[src/rtl/asp_pkg.sv]
// Package with the types, constants and register codes of the stripe shader.
package asp_pkg;

   localparam int QuotW = 16;
   localparam int ThickW = 14;
   localparam int SumW = ThickW + 1;
   localparam int DvsW = SumW + QuotW;
   localparam int CellCount = QuotW;

   localparam logic [2:0] RegStepX = 3'd0;
   localparam logic [2:0] RegStepY = 3'd1;
   localparam logic [2:0] RegOffset = 3'd2;
   localparam logic [2:0] RegEvenThick = 3'd3;
   localparam logic [2:0] RegOddThick = 3'd4;
   localparam logic [2:0] RegEvenColor = 3'd5;
   localparam logic [2:0] RegOddColor = 3'd6;

   typedef struct packed {
      logic signed [15:0] pixel_x;
      logic signed [15:0] pixel_y;
      logic span_last_in;
   } req_item_type;

   typedef struct packed {
      logic [31:0] pixel_color;
      logic span_last_out;
   } rsp_item_type;

   typedef struct packed {
      logic valid;
      logic neg;
      logic [QuotW-1:0] rem;
      logic [15:0] frac;
      logic last;
   } cell_data_type;

endpackage

[src/rtl/antialiased_stripe_pixel_shader_top.sv]
// Top level of the stripe shader: registers, projection stage, remainder cells, color stage.
// Each item passes through one product stage, sixteen remainder cells and one color
// stage, in that order.
// Throughput: one item per cycle; the whole pipeline advances when the result
// register is empty or its item is taken.
// Reset clears all valid bits and loads the registers with their reset values.
module antialiased_stripe_pixel_shader_top (
   input  logic clock,
   input  logic reset,
   input  logic req_valid,
   output logic req_ready,
   input  asp_pkg::req_item_type req_item,
   output logic rsp_valid,
   input  logic rsp_ready,
   output asp_pkg::rsp_item_type rsp_item,
   input  logic csr_we,
   input  logic [2:0] csr_index,
   input  logic [31:0] csr_wdata
);

   logic [31:0] step_x_ff;
   logic [31:0] step_y_ff;
   logic [31:0] offset_ff;
   logic [asp_pkg::ThickW-1:0] even_thick_ff;
   logic [asp_pkg::ThickW-1:0] odd_thick_ff;
   logic [31:0] even_color_ff;
   logic [31:0] odd_color_ff;

   logic en;
   logic s1_valid_ff;
   logic s1_last_ff;
   logic [31:0] prod_x_ff;
   logic [31:0] prod_y_ff;
   logic [31:0] raw;
   logic [15:0] quot;
   logic [asp_pkg::ThickW-1:0] t0;
   logic [asp_pkg::ThickW-1:0] t1;
   logic [asp_pkg::SumW-1:0] tsum;
   asp_pkg::cell_data_type head;
   asp_pkg::cell_data_type chain [asp_pkg::CellCount+1];

   always_ff @(posedge clock) begin
      if (reset) begin
         step_x_ff <= 32'd0;
         step_y_ff <= 32'd65536;
         offset_ff <= 32'd0;
         even_thick_ff <= asp_pkg::ThickW'(1);
         odd_thick_ff <= asp_pkg::ThickW'(1);
         even_color_ff <= 32'd0;
         odd_color_ff <= 32'd0;
      end else if (csr_we) begin
         case (csr_index)
            asp_pkg::RegStepX: step_x_ff <= csr_wdata;
            asp_pkg::RegStepY: step_y_ff <= csr_wdata;
            asp_pkg::RegOffset: offset_ff <= csr_wdata;
            asp_pkg::RegEvenThick: even_thick_ff <= csr_wdata[asp_pkg::ThickW-1:0];
            asp_pkg::RegOddThick: odd_thick_ff <= csr_wdata[asp_pkg::ThickW-1:0];
            asp_pkg::RegEvenColor: even_color_ff <= csr_wdata;
            asp_pkg::RegOddColor: odd_color_ff <= csr_wdata;
            default: begin
            end
         endcase
      end
   end

   assign en = !rsp_valid || rsp_ready;
   assign req_ready = en;

   always_ff @(posedge clock) begin
      if (reset) begin
         s1_valid_ff <= 1'b0;
      end else if (en) begin
         s1_valid_ff <= req_valid;
      end
      if (en) begin
         s1_last_ff <= req_item.span_last_in;
         prod_x_ff <= step_x_ff * {{16{req_item.pixel_x[15]}}, req_item.pixel_x};
         prod_y_ff <= step_y_ff * {{16{req_item.pixel_y[15]}}, req_item.pixel_y};
      end
   end

   always_comb begin
      t0 = (even_thick_ff == '0) ? asp_pkg::ThickW'(1) : even_thick_ff;
      t1 = (odd_thick_ff == '0) ? asp_pkg::ThickW'(1) : odd_thick_ff;
      tsum = asp_pkg::SumW'(t0) + asp_pkg::SumW'(t1);
      raw = prod_x_ff + prod_y_ff + offset_ff;
      quot = raw[31:16];
      head.valid = s1_valid_ff;
      head.neg = quot[15];
      head.rem = quot[15] ? (16'd0 - quot) : quot;
      head.frac = raw[15:0];
      head.last = s1_last_ff;
   end

   assign chain[0] = head;

   for (genvar k = 0; k < asp_pkg::CellCount; k++) begin : g_cell
      logic [asp_pkg::DvsW-1:0] dvs;
      assign dvs = asp_pkg::DvsW'(tsum) << (asp_pkg::CellCount - 1 - k);
      asp_cell u_cell (
         .clock(clock),
         .reset(reset),
         .en(en),
         .dvs(dvs),
         .din(chain[k]),
         .dout(chain[k+1])
      );
   end

   asp_shade u_shade (
      .clock(clock),
      .reset(reset),
      .en(en),
      .din(chain[asp_pkg::CellCount]),
      .thick_even(t0),
      .thick_sum(tsum),
      .even_color(even_color_ff),
      .odd_color(odd_color_ff),
      .rsp_valid(rsp_valid),
      .rsp_item(rsp_item)
   );

endmodule

[src/rtl/asp_cell.sv]
// One restoring remainder cell: subtracts its shifted divisor when it fits.
module asp_cell (
   input  logic clock,
   input  logic reset,
   input  logic en,
   input  logic [asp_pkg::DvsW-1:0] dvs,
   input  asp_pkg::cell_data_type din,
   output asp_pkg::cell_data_type dout
);

   asp_pkg::cell_data_type data_ff;
   asp_pkg::cell_data_type data_in;
   logic [asp_pkg::DvsW-1:0] wide_rem;
   logic [asp_pkg::DvsW-1:0] diff;

   always_comb begin
      wide_rem = {{(asp_pkg::DvsW-asp_pkg::QuotW){1'b0}}, din.rem};
      diff = wide_rem - dvs;
      data_in = din;
      if (wide_rem >= dvs) begin
         data_in.rem = diff[asp_pkg::QuotW-1:0];
      end
   end

   always_ff @(posedge clock) begin
      if (reset) begin
         data_ff.valid <= 1'b0;
      end else if (en) begin
         data_ff.valid <= data_in.valid;
      end
      if (en) begin
         data_ff.neg <= data_in.neg;
         data_ff.rem <= data_in.rem;
         data_ff.frac <= data_in.frac;
         data_ff.last <= data_in.last;
      end
   end

   assign dout = data_ff;

endmodule

[src/rtl/asp_shade.sv]
// Final stage: folds the remainder positive, picks or blends the colour, holds the item.
module asp_shade (
   input  logic clock,
   input  logic reset,
   input  logic en,
   input  asp_pkg::cell_data_type din,
   input  logic [asp_pkg::ThickW-1:0] thick_even,
   input  logic [asp_pkg::SumW-1:0] thick_sum,
   input  logic [31:0] even_color,
   input  logic [31:0] odd_color,
   output logic rsp_valid,
   output asp_pkg::rsp_item_type rsp_item
);

   logic valid_ff;
   asp_pkg::rsp_item_type item_ff;
   asp_pkg::rsp_item_type item_in;
   logic [asp_pkg::SumW-1:0] kq;
   logic [asp_pkg::SumW-1:0] rem_ext;
   logic [8:0] w;
   logic [31:0] ca;
   logic [31:0] cb;
   logic [31:0] hi;
   logic [31:0] lo;
   logic [31:0] blended;
   logic use_blend;

   always_comb begin
      rem_ext = asp_pkg::SumW'(din.rem);
      if (din.neg && (din.rem != '0)) begin
         kq = thick_sum - rem_ext;
      end else begin
         kq = rem_ext;
      end
      w = 9'd1 + {1'b0, din.frac[15:8]};
      use_blend = 1'b0;
      ca = even_color;
      cb = odd_color;
      if (kq >= asp_pkg::SumW'(thick_even)) begin
         ca = odd_color;
         cb = even_color;
         use_blend = (kq == asp_pkg::SumW'(thick_even));
      end else begin
         use_blend = (kq == '0);
      end
      hi = ((((ca >> 8) & 32'h00ff00ff) - ((cb >> 8) & 32'h00ff00ff)) * {23'd0, w}
            + (cb & 32'hff00ff00)) & 32'hff00ff00;
      lo = (((((ca & 32'h00ff00ff) - (cb & 32'h00ff00ff)) * {23'd0, w}) >> 8)
            + (cb & 32'h00ff00ff)) & 32'h00ff00ff;
      blended = hi + lo;
      item_in.pixel_color = use_blend ? blended : ca;
      item_in.span_last_out = din.last;
   end

   always_ff @(posedge clock) begin
      if (reset) begin
         valid_ff <= 1'b0;
      end else if (en) begin
         valid_ff <= din.valid;
      end
      if (en) begin
         item_ff <= item_in;
      end
   end

   assign rsp_valid = valid_ff;
   assign rsp_item = item_ff;

endmodule

[config.mk]
export PLATFORM = sky130hd
export DESIGN_NAME = antialiased_stripe_pixel_shader_top
export DESIGN_NICKNAME = d
export VERILOG_FILES = /design/src/rtl/asp_pkg.sv /design/src/rtl/antialiased_stripe_pixel_shader_top.sv /design/src/rtl/asp_cell.sv /design/src/rtl/asp_shade.sv
export SDC_FILE = /design/constraint.sdc
export NUM_CORES = 2
export LEC_CHECK = 0
export ABC_AREA = 1
export BUFFER_PORTS_ARGS = -buffer_cell sky130_fd_sc_hd__buf_2
export CELL_PAD_IN_SITES_DETAIL_PLACEMENT = 1
export CELL_PAD_IN_SITES_GLOBAL_PLACEMENT = 1
export CORE_UTILIZATION = 54
export CTS_CLUSTER_SIZE = 40
export DETAILED_ROUTE_END_ITERATION = 10
export PLACE_DENSITY = 0.91
export SLEW_MARGIN = 10
export SYNTH_ARGS = -nofsm -noshare
export SYNTH_HDL_FRONTEND = slang
export SYNTH_HIERARCHICAL = 1
export SYNTH_SLANG_ARGS = --single-unit
[constraint.sdc]
create_clock -name clock -period 47.1 [get_ports clock]
set_input_delay 9.42 -clock clock [delete_from_list [all_inputs] [get_ports clock]]
set_output_delay 9.42 -clock clock [all_outputs]
set_load 0.03 [all_outputs]
==> flow_metrics.tcl <==
set metrics [dict create \
    worst_pin_slew_ns 1.302 \
    initial_core_util 0.5460 \
    slew_viol_final 0 \
    cts_buffers 86 \
    grt_pass1_wl_mm 539.3 \
    grt_usage 0.3984 \
    r2r-start "even_thick_ff[9]$_SDFFE_PP0P_" \
    wl_per_cell_um 22.60 \
    hold_class "register to register" \
    cts_resized 0 \
    cp-endpoint "req_ready" \
    via_per_inst 5.667 \
    cpPeakStageDelay_ns 0.51 \
    syn_area_sq_um 94070 \
    n_fill_cell 22280 \
    fin_setup_tns_ns 0 \
    cp_max_fo 44 \
    reg2reg_depth 76 \
    crit-reg2reg-capture "u_shade/rsp_item[24]$_DFFE_PP_" \
    period_needed_ns 19.92 \
    met3_usage 0.08435 \
    avgSynthCellArea_sq_um 7.333 \
    post-place-cells 15220 \
    crit_required_ns 37.68 \
    relSlewSlack 0.1311 \
    finalHoldViolCount 0 \
    worst_path_max_delay_cell "nand2_4" \
    finalSetupViolCount 0 \
    htreeDepth 3 \
    gr-usage-met2 0.6615 \
    final-instance-count-excl-fill 15380 \
    pin_count 108 \
    ys_warn_count 6 \
    core-area_sq_um 172300 \
    drive_gt1_frac 0.05572 \
    cts_tree "done" \
    worstSkewPairLatency_ns 0.78 \
    vias 87160 \
    syn2layout_area_growth_pct 6.864 \
    crit_type "input pin to output port" \
    status "finished, final reports clean" \
    r2r_setup_slack_ns 30.04 \
    gp_congestion 0.9639 \
    syn_inst 12830 \
    startpoint "rsp_ready" \
    start_kind "input pin" \
    die_w_um 419.4 \
    cap_violations 0 \
    grtUsageMet1 0.4735 \
    postCtsSetupRepairBufs 0 \
    finalCritPeriodShare 0.4230 \
    die_area_sq_um 175900 \
    dr.pass1.iters 6 \
    clk_pin_slew_ns 0.06 \
    critPathMostFrequentCell "buf_2" \
    rows 152 \
    cts_root_buf "clkbuf_16" \
    totalWireLength_mm 347.6 \
    drc_errors 0 \
    chipHeight_um 419.4 \
    drtAntennaViolNets 0 \
    crit_chain "buf_2 > inv_1 > nand2_4 > buf_2" \
    cp.arrival_ns 10.50 \
    fmax_ghz 0.05020 \
    portBuffers 107 \
    cts_buffer_depth 3 \
    gr-total-overflow 0 \
    fin_nets 14760 \
    cts_sinks 720 \
    grt_pass1_vias 96980 \
    globalRoute.busiestLayer "met2" \
    skew_ns 0.06683 \
    drt-initial-drc-count 7044 \
    grt_max_degree 203 \
    hpwl_mm 259.5 \
    cp-end-kind "output port" \
    antenna_found_initial 12 \
    cts_hold_repair.buffers 0 \
    rsz0062_at_grt "false" \
]
-- metal layers --
metal	wire [um]	part of all wire	vias to the layer above
li1	-	-	38510
met1	131300	0.38	43180
met2	163700	0.47	3947
met3	28860	0.083	1507
met4	23630	0.068	10
met5	71	0.00020	-
-- per-stage QoR --
step	setup slack, ns	util	hold WS (ns)	area (sq um)
after floorplan	16.69	-	0.4003	95070
after global placement	27.23	0.5661	0.4006	97550
after detailed placement	27.20	0.5661	0.4055	97550
after CTS	27.16	0.5834	0.4090	100500
after global routing	27.11	0.5834	0.4190	100500
final	27.18	0.5834	0.4106	100500
-- sequential cells by signal, indices dropped and copies added (netlist names) --
register	cells
odd_color_ff	32
even_thick_ff	14
s1_valid_ff	1
odd_thick_ff	14
even_color_ff	32
step_x_ff	32
prod_y_ff	32
u_shade/rsp_item	33
prod_x_ff	32
u_shade/rsp_valid	1
s1_last_ff	1
offset_ff	32
g_cell.u_cell/dout	432
step_y_ff	32
-- how the worst min path moves through the flow --
stage / start / end / cells past startpoint / slack (ns)
after floorplan: s1_last_ff$_DFFE_PP_ / g_cell[0].u_cell/dout[0]$_DFFE_PP_ / 0 / 0.40
after global placement: g_cell[9].u_cell/dout[12]$_DFFE_PP_ / g_cell[10].u_cell/dout[12]$_DFFE_PP_ / 0 / 0.40
after detailed placement: g_cell[12].u_cell/dout[0]$_DFFE_PP_ / g_cell[13].u_cell/dout[0]$_DFFE_PP_ / 0 / 0.41
after CTS: g_cell[6].u_cell/dout[16]$_DFFE_PP_ / g_cell[7].u_cell/dout[16]$_DFFE_PP_ / 0 / 0.41
after global routing: g_cell[9].u_cell/dout[11]$_DFFE_PP_ / g_cell[10].u_cell/dout[11]$_DFFE_PP_ / 0 / 0.42
final: g_cell[9].u_cell/dout[11]$_DFFE_PP_ / g_cell[10].u_cell/dout[11]$_DFFE_PP_ / 0 / 0.41
-- cell type report --
cell class                 instances  area, sq um  share of cell area
sequential                       720        19560              0.1946
antenna                            4        10.01          0.00009957
clock buffer                     107         2316             0.02304
clock inverter                    53        654.4            0.006509
inverter                        3015        11320              0.1126
multi-input combinational       8999        62730              0.6240
tap                             2310         2890             0.02875
timing repair buffer             172         1049             0.01043
-- worst max-delay path, delay by kind of cell --
family	cells	cell delay (ns)
buf+inv	3	0.53
simple gates	1	0.51
-- placed cells by master, fill, tap and decap left out, types with 106 or more instances in the layout --
cell type,n
nand2_1,3498
inv_1,2976
nor2_1,1178
fa_1,1018
ha_1,678
nand3_1,538
edfxtp_1,514
a21oi_1,337
o21ai_0,321
conb_1,268
xor2_1,219
dfxtp_1,206
nand2_2,126
buf_2,107
xnor2_1,106
Power is not shown: default switching activity piles up to over one toggle a cycle in this logic, so the estimate is an artifact.
